**config.mk**
```make
export PLATFORM = sky130hd
export DESIGN_NAME = fx1714_div_stage
export DESIGN_NICKNAME = d
export VERILOG_FILES = /design/src/rtl/core/fx1714_pkg.sv /design/src/rtl/core/fx1714_div_stage.sv
export SDC_FILE = /design/constraint.sdc
export NUM_CORES = 1
export LEC_CHECK = 0
export ABC_AREA = 1
export BUFFER_PORTS_ARGS = -buffer_cell sky130_fd_sc_hd__buf_2
export CORE_MARGIN = 10
export CORE_UTILIZATION = 45
export DETAILED_ROUTE_END_ITERATION = 10
export GPL_ROUTABILITY_DRIVEN = 1
export MAX_ROUTING_LAYER = met4
export PLACE_DENSITY = 0.72
export SETUP_SLACK_MARGIN = 0.05
export SKIP_CTS_REPAIR_TIMING = 1
export SYNTH_ARGS = -nofsm -noshare
export SYNTH_HDL_FRONTEND = slang
export SYNTH_SLANG_ARGS = --single-unit
export TNS_END_PERCENT = 5
```
**constraint.sdc**
```tcl
create_clock -name clk -period 0.92 [get_ports clk]
set_input_delay 0.184 -clock clk [delete_from_list [all_inputs] [get_ports clk]]
set_output_delay 0.184 -clock clk [all_outputs]
set_load 0.005 [all_outputs]
```
**src/rtl/core/fx1714_pkg.sv**
```systemverilog
// Shared types and constants for the 17.14 fixed-point ALU.
// No dependencies; used by every module of the core.
`default_nettype none

package fx1714_pkg;

    // Default fraction width
    localparam int FRAC_BITS_DEF = 14;

    // Action codes
    localparam logic [3:0] ACT_ITOFP  = 4'd0;
    localparam logic [3:0] ACT_TRUNC  = 4'd1;
    localparam logic [3:0] ACT_ROUND  = 4'd2;
    localparam logic [3:0] ACT_ADD    = 4'd3;
    localparam logic [3:0] ACT_ADDINT = 4'd4;
    localparam logic [3:0] ACT_SUB    = 4'd5;
    localparam logic [3:0] ACT_SUBINT = 4'd6;
    localparam logic [3:0] ACT_MUL    = 4'd7;
    localparam logic [3:0] ACT_MULINT = 4'd8;
    localparam logic [3:0] ACT_DIV    = 4'd9;
    localparam logic [3:0] ACT_DIVINT = 4'd10;

    // Control and side data that travels down the pipeline with each word
    typedef struct packed {
        logic        is_div;
        logic        is_mul;
        logic        is_mulint;
        logic        dz;
        logic        neg;
        logic [31:0] early;
        logic [31:0] divisor;
    } pipe_t;

endpackage

`default_nettype wire

```
**src/rtl/core/fx1714_div_stage.sv**
```systemverilog
// One restoring-division step with its pipeline register.
// Depends on fx1714_pkg.
`default_nettype none

module fx1714_div_stage #(
    parameter int QW = 46
) (
    input  wire logic               clk,
    input  wire logic               rst_n,
    input  wire logic               en,
    input  wire logic               in_valid,
    input  wire fx1714_pkg::pipe_t  in_ctl,
    input  wire logic [31:0]        in_rem,
    input  wire logic [QW-1:0]      in_q,
    output logic                    out_valid,
    output fx1714_pkg::pipe_t       out_ctl,
    output logic [31:0]             out_rem,
    output logic [QW-1:0]           out_q
);

    logic                valid_reg;
    fx1714_pkg::pipe_t   ctl_reg;
    logic [31:0]         rem_reg, rem_next;
    logic [QW-1:0]       q_reg, q_next;
    logic [32:0]         rem_sh;
    logic [33:0]         diff;
    logic                ge;

    // Shift in next dividend bit, trial subtract
    always_comb
    begin
        rem_sh   = {in_rem, in_q[QW-1]};
        diff     = {1'b0, rem_sh} - {2'b00, in_ctl.divisor};
        ge       = !diff[33];
        rem_next = ge ? diff[31:0] : rem_sh[31:0];
        q_next   = {in_q[QW-2:0], ge};
    end

    always_ff @(posedge clk or negedge rst_n)
    begin
        if (!rst_n)
            valid_reg <= 1'b0;
        else if (en)
            valid_reg <= in_valid;
    end

    always_ff @(posedge clk)
    begin
        if (en)
        begin
            ctl_reg <= in_ctl;
            rem_reg <= rem_next;
            q_reg   <= q_next;
        end
    end

    assign out_valid = valid_reg;
    assign out_ctl   = ctl_reg;
    assign out_rem   = rem_reg;
    assign out_q     = q_reg;

    // Partial remainder stays below the divisor
    a_rem_bound: assert property (@(posedge clk) disable iff (!rst_n)
        valid_reg && ctl_reg.is_div |-> rem_reg < ctl_reg.divisor)
        else $error("division remainder not below divisor");

endmodule

`default_nettype wire

```
# Word level (Yosys, flattened, before mapping)
# Cells that the tools add are included.
[op_classes]
n_reduce_logical = 1
mux = 1
n_addsub = 1
[op_table]
columns = ["cell", "n"]
rows = [
  ["$sub 33x32->34", 1],
  ["$mux 32", 1],
  ["$logic_not 1->1", 1],
]
[totals]
wordCells = 13
reg_bits = 148
out_inout_bits = 148

# Logic depth before layout (Yosys ltp)
[logic_depth]
depth_word = 2
ltp_mapped = 15

# Least setup slack after synthesis
# OpenSTA, ideal clock, no wires.
[synth_timing]
path_kind = "input port to flip-flop"
from = "in in_q[45]"
to = "reg rem_reg[28] (netlist: out_rem[28]) (data pin)"
path_stages = 14
required_ps = 668
path_slack_ps = -927
t_arrival_ps = 1594
setup_time_ps = 252
path_cell_list = "inv_1 -> ha_1 -> inv_1 -> fa_1 -> nand3_1 -> nand3_1 -> nand2_1 -> nand2_1 -> nand2_1 -> nand2_1 -> nand2_1 -> nand3_1 -> nand3_2 -> nand2_1"
[synth_via]
elab_chain_cells = 2
[synth_lines]
columns = ["element", "line", "text"]
rows = [
  ["start, declared", "fx1714_div_stage.sv:14", "input wire logic [QW-1:0] in_q,"],
  ["$sub 33x32->34", "fx1714_div_stage.sv:33", "diff = {1'b0, rem_sh} - {2'b00, in_ctl.divisor};"],
  ["$mux 32", "fx1714_div_stage.sv:35", "rem_next = ge ? diff[31:0] : rem_sh[31:0];"],
  ["named net rem_next[28]", "fx1714_div_stage.sv:23", "logic [31:0] rem_reg, rem_next;"],
  ["end signal, assigned", "fx1714_div_stage.sv:52", "rem_reg <= rem_next;"],
  ["end, declared", "fx1714_div_stage.sv:23", ""],
]
# The timed path passes the listed nets, and every way through them passes these cells.
# A chain may end at the register's enable or synchronous reset.

# Worst setup path in the final report
[layout_timing]
from = "in in_ctl[10] (netlist bit)"
to = "reg rem_reg[12] (netlist: out_rem[12]) (data pin)"
[layout_via]
elab_chain_cells = 2
[layout_lines]
columns = ["element", "line", "text"]
rows = [
  ["start, declared", "fx1714_div_stage.sv:12", "input wire fx1714_pkg::pipe_t in_ctl,"],
  ["$sub 33x32->34", "fx1714_div_stage.sv:33", ""],
  ["$mux 32", "fx1714_div_stage.sv:35", ""],
  ["named net rem_next[12]", "fx1714_div_stage.sv:23", ""],
]
# The timed path passes the listed nets, and every way through them passes these cells.

==> impl_results.md <==
* Drt total wl at 32400 um
* Synth Instances at 788
* Max Slew Vio Count at 0
* Num rows at 47
* Share of layout cells above drive strength 1 at 50.3%
* Core area at 16600 um^2
* Worst EP required at 1100 ps
* Wire length of the first global-routing pass at 38100 um
* DR vias/cell at 5.02
* Number of buffers created by CTS at 17
* Area Growth Syn to Fin at 74.5%
* Type of origin of the critical path: primary input
* Register area share after synthesis at 58.5%
* Synth Area in Adders at 5.54%
* Final min period at 1580 ps
* Antenna violations before repair at 5
* Post-synthesis area per instance at 9.63 um^2
* Seq cells post-synth at 148
* Share of total power in sequential cells at 39.6%
* Share of Yosys cell area claimed by the top area cell type at 58.2%
* Die area at 22500 um^2
* Pwr dens at 1600 nW/um^2
* Async S/R FF share, synth at 0.676%
* Critical path cell sequence: buf_2 > inv_2 > ha_4 > nand2_1 > nand2_1 > nand2_1 > nand2_2 > nand2_1 > nand2_2 > inv_2 > nand2_4 > nand2_8 > nand2_8 > clkbuf_16 > nand2_2 > nand2_1
* I/O Buffers at 298
* Max IR drop VDD at 0.00132 V
* Number of detailed-route iterations in the first pass at 5
* Via Count at 7925
* Unrepaired setup endpoints after global routing: true
* Initial Util at 45.8%
* Most common cell in the netlist: nand2_1
* Largest family of logic cells by synthesized area: simple AND/OR/NAND/NOR gates
* Clk network pwr share at 34.3%
* Run status: complete, but fails checks
* Kind of critical path: primary input to flip-flop
* Die width at 150 um
* Endpoint type of the worst setup path: flip-flop
* Combinational group share of total power at 26.2%
* Net Sw Power at 0.00625 W
* Mux cell area share after synthesis at 0.148%
* Skew final at 0 ps
* DR WL/cell at 20.5 um
* Synth area leaders: edfxtp_1, nand2_1, inv_1
* Sw Share at 29.5%
* Yosys warning total at 0
* TritonCTS clock tree: yes
* Placed insts at 1410
* Sink Count at 148
* Crit path top cell by count: nand2_1
* Static Leak at 6.34 nW
* Synth Flop Type: edfxtp_1
* Multi-input logic area at 3460 um^2
* Post-route ant nets at 0
* Fillers at 992
* Io pins at 299
* Failing checks: negative setup slack
* Final net count at 1524
* Sequential cell area at 4440 um^2
* WP data arrival at 1760 ps
* Chip Height at 150 um
* Syn nets at 972
* Number of global-route vias before repair at 6904
* Clk_lat worst skew at 430 ps
* Max-cap violation count at 0
* GRT Total Usage at 23.0%
* Slowest stage delay, CP at 220 ps
* Cell area after synthesis at 7590 um^2
* CP Buf/Inv Count at 4
* Synth area leader: edfxtp_1
* Clk root buf: clkbuf_16
* Setup_tns at -51590 ps
* Routability Congestion at 0.959
* Commonest cells post-synth: nand2_1, edfxtp_1, inv_1, nand3_1, nor2_1
* Crit share post-route at 172%
* H-tree depth at 4
* Global route overflow at 0
* Setup ws final at -659 ps
* Largest net degree at the start of global routing at 24
* Fmax at 0.633 GHz
* Residual DRC at 0
* Slowest cell on crit path: ha_4
* Simple-gate share of the synthesized area at 24.2%
* Synth unique cells at 32
* Reg clk slew, reported paths at 70 ps
* Max_slew headroom at 81.3%
* Final setup vio count at 181
* DRT iter0 DRCs at 552
* Compound-gate portion of the synthesized area at 1.67%
* Crit-path leading delay family: simple AND/OR/NAND/NOR gates
* Number of flops mapped to enable cells by yosys at 147
* CTS max path bufs at 2
* Cell Int Power at 0.0149 W
* Hold Crit Class: primary input to flip-flop
* Crit path max fanout at 6
* Post-synthesis xor/xnor area fraction at 1.73%
* Final std cells w/o fill at 1578
* Detailed placer's ending HPWL at 21200 um
* Final hold viol count at 0
* Tightest Pin Transition at 280 ps
path summary, 6_finish.rpt:
kind | cells after the start | slack, ps | to | startpoint
setup / recovery | 16 | -660 | out_rem[12] | in_ctl[10]
hold / removal | 2 | 20 | out_valid | in_valid
setup reg to reg | 1 | 140 | out_valid | out_valid
hold reg to reg | 1 | 560 | out_valid | out_valid
max in group asynchronous | 2 | 730 | out_valid | rst_n
min in group asynchronous | 2 | 100 | out_valid | rst_n
logic make-up after synthesis:
family / count (synthesis)
AO/OA/AOI/OAI: 23
XOR/XNOR: 15
adder cells (fa/ha/maj): 33
buffers and inverters: 154
flip-flops: 148
multiplexers: 1
AND/OR/NAND/NOR: 414
cell type report:
cell class,count,share of cell area [%]
Tap cell,220,2.08
Clock buffer,17,3.21
Multi-Input combinational cell,486,26.2
Clock inverter,14,1.25
Timing Repair Buffer,542,29.4
Sequential cell,148,33.5
Antenna cell,6,0.113
Inverter,145,4.23
registers in the layout, summed over array words and instances (netlist names):
signal / count
out_rem: 32
out_ctl: 69
out_valid: 1
out_q: 46
stage by stage:
stage / instance area, um^2 / setup slack [ps] / total power (W) / utilization (%) / hold WS, ps
final: 13200 / -659 / 0.0212 / 79.8 / 24.4
after CTS: 11100 / -774 / 0.0197 / 66.9 / -486
after global routing: 13200 / -712 / 0.0218 / 79.8 / 23.6
after floorplan: 7810 / -773 / 0.0103 / - / -112
after global placement: 10500 / -1180 / 0.0125 / 63.3 / -41.8
after detailed placement: 10500 / -1200 / 0.0126 / 63.3 / -39.9
power groups by stage:
stage | clock (W) | combinational [W] | sequential, W
2_1_floorplan | 0 | 0.00172 | 0.00858
3_3_place_gp | 0 | 0.00409 | 0.00844
3_5_place_dp | 0 | 0.00417 | 0.00846
4_1_cts | 0.00719 | 0.00420 | 0.00833
5_1_grt | 0.00750 | 0.00592 | 0.00842
6_report | 0.00725 | 0.00553 | 0.00837
cell usage in the layout (no fill, tap or decap), types with 7 or more instances in the layout:
cell           synthesis  layout
a21oi_1               18      10
a21oi_2                1       8
buf_12                 1      12
buf_2                  5     284
buf_4                  1     114
buf_6                  2      13
clkbuf_16              0      19
dlygate4sd3_1          0     115
edfxtp_1             147     147
ha_4                   0      30
inv_1                142     111
inv_2                  3      29
nand2_1              264     187
nand2_2                4      67
nand2_4                1      14
nand3_1               58      45
nand3_2               14      25
nand4_1                7       7
nor2_1                40      15
nor2_2                 3      15
nor2_4                 1      14
xor2_1                15      15
metal layers:
layer | vias to the layer above | GRT usage, % | share of wire (%) | wire length [um]
met1 | 3766 | 25.0 | 37 | 12000
met4 | 0 | 6.07 | 3.6 | 1170
met5 | - | - | 0 | 0
met3 | 79 | 5.04 | 6.8 | 2210
li1 | 3657 | - | - | -
met2 | 423 | 41.6 | 53 | 17000
No activity file was read; power rests on OpenSTA's default activity.
