**config.mk**
```make
export PLATFORM = sky130hd
export DESIGN_NAME = fx1714_front
export DESIGN_NICKNAME = d
export VERILOG_FILES = /design/src/rtl/core/fx1714_pkg.sv /design/src/rtl/core/fx1714_front.sv
export SDC_FILE = /design/constraint.sdc
export NUM_CORES = 2
export LEC_CHECK = 0
export BUFFER_PORTS_ARGS = -buffer_cell sky130_fd_sc_hd__buf_2
export CAP_MARGIN = 15
export CORE_MARGIN = 5
export CORE_UTILIZATION = 30
export CTS_BUF_LIST = sky130_fd_sc_hd__clkbuf_8
export CTS_CLUSTER_SIZE = 8
export DETAILED_ROUTE_END_ITERATION = 10
export GPL_ROUTABILITY_DRIVEN = 0
export SLEW_MARGIN = 20
export SYNTH_ARGS = -nofsm -noshare
export SYNTH_HDL_FRONTEND = slang
export SYNTH_SLANG_ARGS = --single-unit
```
**constraint.sdc**
```tcl
create_clock -name clk -period 9.2 [get_ports clk]
set_clock_uncertainty 0.2 [all_clocks]
set_input_delay 0.92 -clock clk [delete_from_list [all_inputs] [get_ports clk]]
set_output_delay 0.92 -clock clk [all_outputs]
set_load 0.03 [all_outputs]
```
**src/rtl/core/fx1714_pkg.sv**
```systemverilog
// Shared types and constants for the 17.14 fixed-point ALU.
// No dependencies; used by every module of the core.
`default_nettype none

package fx1714_pkg;

    // Default fraction width
    localparam int FRAC_BITS_DEF = 14;

    // Action codes
    localparam logic [3:0] ACT_ITOFP  = 4'd0;
    localparam logic [3:0] ACT_TRUNC  = 4'd1;
    localparam logic [3:0] ACT_ROUND  = 4'd2;
    localparam logic [3:0] ACT_ADD    = 4'd3;
    localparam logic [3:0] ACT_ADDINT = 4'd4;
    localparam logic [3:0] ACT_SUB    = 4'd5;
    localparam logic [3:0] ACT_SUBINT = 4'd6;
    localparam logic [3:0] ACT_MUL    = 4'd7;
    localparam logic [3:0] ACT_MULINT = 4'd8;
    localparam logic [3:0] ACT_DIV    = 4'd9;
    localparam logic [3:0] ACT_DIVINT = 4'd10;

    // Control and side data that travels down the pipeline with each word
    typedef struct packed {
        logic        is_div;
        logic        is_mul;
        logic        is_mulint;
        logic        dz;
        logic        neg;
        logic [31:0] early;
        logic [31:0] divisor;
    } pipe_t;

endpackage

`default_nettype wire

```
**src/rtl/core/fx1714_front.sv**
```systemverilog
// Front end of the ALU: decode, add/sub/convert, 32x32 multiply and divide setup.
// Three register stages; depends on fx1714_pkg.
`default_nettype none

module fx1714_front #(
    parameter int FRAC_BITS = fx1714_pkg::FRAC_BITS_DEF,
    parameter int QW        = 32 + FRAC_BITS
) (
    input  wire logic                clk,
    input  wire logic                rst_n,
    input  wire logic                en,
    input  wire logic                in_valid,
    input  wire logic [3:0]          action,
    input  wire logic signed [31:0]  operand_a,
    input  wire logic signed [31:0]  operand_b,
    output logic                     out_valid,
    output fx1714_pkg::pipe_t        out_ctl,
    output logic [QW-1:0]            out_dvd
);

    localparam logic signed [33:0] ONE_M1 = (34'sd1 <<< FRAC_BITS) - 34'sd1;
    localparam logic signed [33:0] HALF   = 34'sd1 <<< (FRAC_BITS - 1);
    localparam logic signed [63:0] ONE_M1_W = (64'sd1 <<< FRAC_BITS) - 64'sd1;

    // Stage A registers
    logic                    valid_a_reg;
    fx1714_pkg::pipe_t       ctl_a_reg, ctl_a_next;
    logic signed [31:0]      a_a_reg, b_a_reg;
    logic [QW-1:0]           dvd_a_reg, dvd_a_next;

    // Stage B registers
    logic                    valid_b_reg;
    fx1714_pkg::pipe_t       ctl_b_reg;
    logic signed [63:0]      prod_b_reg;
    logic [QW-1:0]           dvd_b_reg;

    // Stage C registers
    logic                    valid_c_reg;
    fx1714_pkg::pipe_t       ctl_c_reg, ctl_c_next;
    logic [QW-1:0]           dvd_c_reg;

    logic signed [33:0] a_w, b_w, rnd_w, trunc_w, round_w;
    logic [31:0]        a_abs, b_abs;
    logic signed [63:0] mul_adj;

    // Stage A: decode and simple results
    always_comb
    begin
        a_w     = {{2{operand_a[31]}}, operand_a};
        b_w     = {{2{operand_b[31]}}, operand_b};
        a_abs   = operand_a[31] ? (32'd0 - operand_a) : operand_a;
        b_abs   = operand_b[31] ? (32'd0 - operand_b) : operand_b;
        trunc_w = (a_w + (operand_a[31] ? ONE_M1 : 34'sd0)) >>> FRAC_BITS;
        rnd_w   = operand_a[31] ? (a_w - HALF) : (a_w + HALF);
        round_w = (rnd_w + (rnd_w[33] ? ONE_M1 : 34'sd0)) >>> FRAC_BITS;

        ctl_a_next         = '0;
        ctl_a_next.neg     = operand_a[31] ^ operand_b[31];
        ctl_a_next.divisor = b_abs;
        dvd_a_next         = '0;
        case (action)
            fx1714_pkg::ACT_ITOFP:  ctl_a_next.early = 32'(a_w <<< FRAC_BITS);
            fx1714_pkg::ACT_TRUNC:  ctl_a_next.early = trunc_w[31:0];
            fx1714_pkg::ACT_ROUND:  ctl_a_next.early = round_w[31:0];
            fx1714_pkg::ACT_ADD:    ctl_a_next.early = 32'(a_w + b_w);
            fx1714_pkg::ACT_ADDINT: ctl_a_next.early = 32'(a_w + (b_w <<< FRAC_BITS));
            fx1714_pkg::ACT_SUB:    ctl_a_next.early = 32'(a_w - b_w);
            fx1714_pkg::ACT_SUBINT: ctl_a_next.early = 32'(a_w - (b_w <<< FRAC_BITS));
            fx1714_pkg::ACT_MUL:    ctl_a_next.is_mul = 1'b1;
            fx1714_pkg::ACT_MULINT: ctl_a_next.is_mulint = 1'b1;
            fx1714_pkg::ACT_DIV:
            begin
                ctl_a_next.dz     = (operand_b == 32'sd0);
                ctl_a_next.is_div = (operand_b != 32'sd0);
                dvd_a_next        = {a_abs, {FRAC_BITS{1'b0}}};
            end
            fx1714_pkg::ACT_DIVINT:
            begin
                ctl_a_next.dz     = (operand_b == 32'sd0);
                ctl_a_next.is_div = (operand_b != 32'sd0);
                dvd_a_next        = {{FRAC_BITS{1'b0}}, a_abs};
            end
            default:                ctl_a_next.early = 32'd0;
        endcase
    end

    // Stage C: scale the product back
    always_comb
    begin
        mul_adj    = (prod_b_reg + (prod_b_reg[63] ? ONE_M1_W : 64'sd0)) >>> FRAC_BITS;
        ctl_c_next = ctl_b_reg;
        if (ctl_b_reg.is_mul)
            ctl_c_next.early = mul_adj[31:0];
        else if (ctl_b_reg.is_mulint)
            ctl_c_next.early = prod_b_reg[31:0];
    end

    // Valid bits
    always_ff @(posedge clk or negedge rst_n)
    begin
        if (!rst_n)
        begin
            valid_a_reg <= 1'b0;
            valid_b_reg <= 1'b0;
            valid_c_reg <= 1'b0;
        end
        else if (en)
        begin
            valid_a_reg <= in_valid;
            valid_b_reg <= valid_a_reg;
            valid_c_reg <= valid_b_reg;
        end
    end

    // Payload
    always_ff @(posedge clk)
    begin
        if (en)
        begin
            ctl_a_reg  <= ctl_a_next;
            a_a_reg    <= operand_a;
            b_a_reg    <= operand_b;
            dvd_a_reg  <= dvd_a_next;
            ctl_b_reg  <= ctl_a_reg;
            prod_b_reg <= a_a_reg * b_a_reg;
            dvd_b_reg  <= dvd_a_reg;
            ctl_c_reg  <= ctl_c_next;
            dvd_c_reg  <= dvd_b_reg;
        end
    end

    assign out_valid = valid_c_reg;
    assign out_ctl   = ctl_c_reg;
    assign out_dvd   = dvd_c_reg;

endmodule

`default_nettype wire

```
### After elaboration in Yosys (flattened, before gate mapping)

Cells that the tools add are included.

| storage, ports and cells | value |
|---|---|
| logic and storage cells | 70 |
| register bits | 476 |
| bits of input ports | 72 |

| cells by class | value |
|---|---|
| muxes and demuxes | 12 |
| multipliers | 1 |
| reductions and logical operators | 4 |
| bitwise gates (word level) | 1 |
| equality and inequality tests | 10 |
| add/subtract/negate cells | 11 |

Operator list:

| kind | number |
|---|---|
| $pmux W32 S7 | 1 |
| $mux W32 | 3 |
| $pmux W46 S2 | 1 |
| $add A32 B32 Y32 | 2 |
| $mul A32 B32 Y64 | 1 |
| $sub A1 B32 Y32 const A | 2 |
| $sub A32 B32 Y32 | 2 |
| $add A46 B15 Y46 | 1 |
| $mux W14 | 3 |
| $add A34 B15 Y34 | 1 |
| $mux W34 | 1 |
| $add A32 B15 Y33 | 1 |
| $add A32 B15 Y33 const B | 1 |
| $sub A32 B15 Y33 const B | 1 |
| $logic_not A32 Y1 | 1 |
| $reduce_bool A32 Y1 | 1 |
| $mux W31 | 1 |
| $eq A4 B3 Y1 const B | 4 |
| $eq A4 B4 Y1 const B | 3 |
| $eq A4 B2 Y1 const B | 2 |
| $eq A4 B1 Y1 const B | 1 |
| $logic_not A4 Y1 | 1 |
| $mux W1 | 2 |
| $reduce_or A2 Y1 | 1 |
| $xor A1 B1 Y1 | 1 |

### Longest topological paths before layout

| logic depth | value |
|---|---|
| depth in word-level cells | 5 |
| gate-level depth with buffers | 30 |
| gate-level depth less buffers | 29 |

### Least setup slack after synthesis

No wires, ideal clock.

| path | value |
|---|---|
| path kind | reg2reg |
| from | register a_a_reg[31] |
| to | register prod_b_reg[63] (data pin) |
| stages on the path, launching flop included | 26 |
| slack | 0.916 ns |
| arrival | 7.824 ns |
| setup time | 0.260 ns |
| cells stage by stage | edfxtp_1 > clkbuf_1 > nand2_1 > inv_1 > fa_1 > inv_1 > fa_1 > fa_1 > inv_1 > fa_1 > inv_1 > fa_1 > inv_1 > fa_1 > inv_1 > fa_1 > inv_1 > fa_1 > ha_1 > a21o_1 > a21o_1 > a21oi_1 > or3b_2 > o31ai_1 > nand2_1 > xnor2_1 |

| between the ends | value |
|---|---|
| cells in the longest elaborated chain, start to end | 1 |

Ends and longest elaborated chain:

| element | line | RTL |
|---|---|---|
| from (decl) | fx1714_front.sv:28 | `logic signed [31:0] a_a_reg, b_a_reg;` |
| from (signal assigned) | fx1714_front.sv:121 | `a_a_reg <= operand_a;` |
| $mul A32 B32 Y64 | fx1714_front.sv:125 | `prod_b_reg <= a_a_reg * b_a_reg;` |
| to (signal assigned) | fx1714_front.sv:125 |  |
| to (decl) | fx1714_front.sv:34 | `logic signed [63:0] prod_b_reg;` |

Every way passes these cells.
A chain may end at the register's enable or synchronous reset.

### Worst setup path after layout

| path | value |
|---|---|
| from | register a_a_reg[14] |
| to | register prod_b_reg[34] (data pin) |

The elaborated chain is that of the path after synthesis.

==> results.txt <==
Synth Instances -> 5553
hpwl dp -> 132000 microns
cts bufs inserted -> 77
die area -> 202000 sq um
first-pass GRT wire length -> 254000 microns
GRT Total Usage -> 0.162
Core Rows -> 161
delay-heaviest family, CP -> adder cells
maxcap violations -> 0
YS warnings -> 0
CP endpoint kind -> flip-flop
Final Cell Area -> 63200 sq um
Final period util -> 0.934
worst setup path class -> flip-flop to flip-flop
Setup TNS Final -> 0 ps
ys async rst share -> 0.00655
clk sink count -> 458
layout overhead on the synthesized area -> 9.31%
nature of the critical path startpoint -> flip-flop
Critical Path Most Common Cell -> fa_1
DR pass1 iterations -> 8
share of cells above drive strength 1 -> 0.0751
H-tree depth reported by CTS -> 3
Hold/Removal Path Class -> flip-flop to flip-flop
Worst-Margin Slew -> 1160 ps
count of buffers from port buffering -> 187
post-synth top area share -> 0.376
hold violation total from the final report -> 0
minimum clock period -> 8590 ps
initial antenna violation count -> 14
RSZ-0062 raised after global routing -> no
Rel. slew slack -> 0.230
Worst-Skew Late Latency -> 730 ps
Vias/cell -> 4.81
register area share after synthesis -> 0.238
vias in the first global route -> 42400
Max Buffers Root-to-Sink -> 3
Final Max Tran Viols -> 0
CP bufs+invs -> 6
I/O Pins -> 188
Post-Syn Area -> 57800 sq um
Critical Path AT -> 8850 ps
Resized cells post-CTS -> 0
Worst EP required -> 9450 ps
largest net degree at the start of global routing -> 162
commonest non-fill, non-tap cell in the layout -> inv_1
CTS tree -> built
grt total ovfl -> 0
hold slack -> 182 ps
top_reg_cell synth -> edfxtp_1
core box area -> 192000 sq um
CTS root buf -> clkbuf_8
Synth area leader -> fa_1
most frequent cells in the layout -> inv_1, fa_1, nand2_1
Netlist cell types -> 90
WL final -> 162000 microns
status -> finished clean
Via Count -> 39600
Synth Area per Inst -> 10.4 sq um
EDFF count, synth -> 455
Synthesized Nets -> 6988
DR iter-0 viols -> 3370
Die X -> 449 microns
Clk pin slew, worst setup/hold paths -> 80 ps
Routed Antenna Nets -> 0
Remaining DRCs -> 0
fmax -> 116 MHz
die height -> 449 microns
placed cell areas -> 61700 sq um
Seq cells post-synth -> 458
Starting Density -> 0.301
crit-path max FO -> 16
nets -> 7089
WL per Instance -> 19.7 microns
final setup vio count -> 0
Crit path largest cell delay -> 890 ps
Synth area leaders -> fa_1, edfxtp_1, inv_1
slowest CP cell -> edfxtp_1
[cells by family after synthesis]
family,after synthesis,share of synthesized area
muxes,30,0.00526
DFF,458,0.238
adders and majority gates,1363,0.436
xor gates and xnor gates,272,0.0412
AOI/OAI and AO/OA,485,0.0561
buffers and inverters,1345,0.0877
and+or+nand+nor,1600,0.136
[cell type report]
class                   count  area, sq um
diodes                     10         25.0
clock buffers              77         1060
clock inverters            46          334
fillers                 19500       129000
inverters                1073         4030
multi-input cells        3750        39000
flip-flops and latches    458        13700
well taps                2526         3160
repair buffers            294         1830
[synth_stat cells, drive strengths merged, types with 102 or more instances]
library cell  number
xnor2            150
and2             452
fa              1085
edfxtp           455
ha               278
inv             1073
a21oi            102
clkbuf           258
nor2             152
o21ai            114
xor2             122
nand2            725
[worst register-to-register path, cell delays in order (launching register included)]
cell and delay [ps]:
edfxtp_1 890, and2_1 300, fa_1 470, fa_1 580, inv_1 70, fa_1 550, inv_1 60, fa_1 510
inv_1 60, fa_1 530, inv_1 50, fa_1 450, fa_1 490, inv_1 50, fa_1 470, inv_1 40
ha_1 340, nand3_1 210, nor2_1 100, nand3_1 110, o32ai_1 70, or2_2 310, o221ai_1 470, a21boi_0 190
or2_2 330, a221oi_1 350, xnor2_1 110
[routing by layer]
layer,GRT usage,vias to the layer above,part of all wire
li1,-,17400,-
met1,0.214,20500,0.42
met2,0.267,1396,0.47
met3,0.0324,278,0.073
met4,0.0526,6,0.033
met5,0,-,0.00024
[repair_timing]
item	in CTS	in global routing
hold buffers	1	0
endpoints found under the hold margin	3	0
buffers inserted	0	0
[through the flow]
stage | std cells | utilization | setup WS (ps)
global route | 8228 | 0.329 | 150
finish | 8234 | 0.329 | 606
floorplan | 5553 | - | 916
CTS | 8223 | 0.329 | 612
detailed placement | 8099 | 0.321 | 629
global placement | 8098 | 0.321 | 685
[worst paths after layout]
check | start | slack [ps] | endpoint | cells past startpoint
hold reg to reg | ctl_a_reg[1] | 180 | ctl_b_reg[1] | 0
setup / recovery | a_a_reg[14] | 610 | prod_b_reg[34] | 26
max in group asynchronous | rst_n | 8360 | out_valid | 2
setup reg to reg | a_a_reg[14] | 610 | prod_b_reg[34] | 26
min in group asynchronous | rst_n | 330 | valid_a_reg | 2
hold / removal | ctl_a_reg[1] | 180 | ctl_b_reg[1] | 0
Power is left out: the tool's default activity adds up to more than one toggle a clock period on the data nets, which glitch-free logic cannot reach.
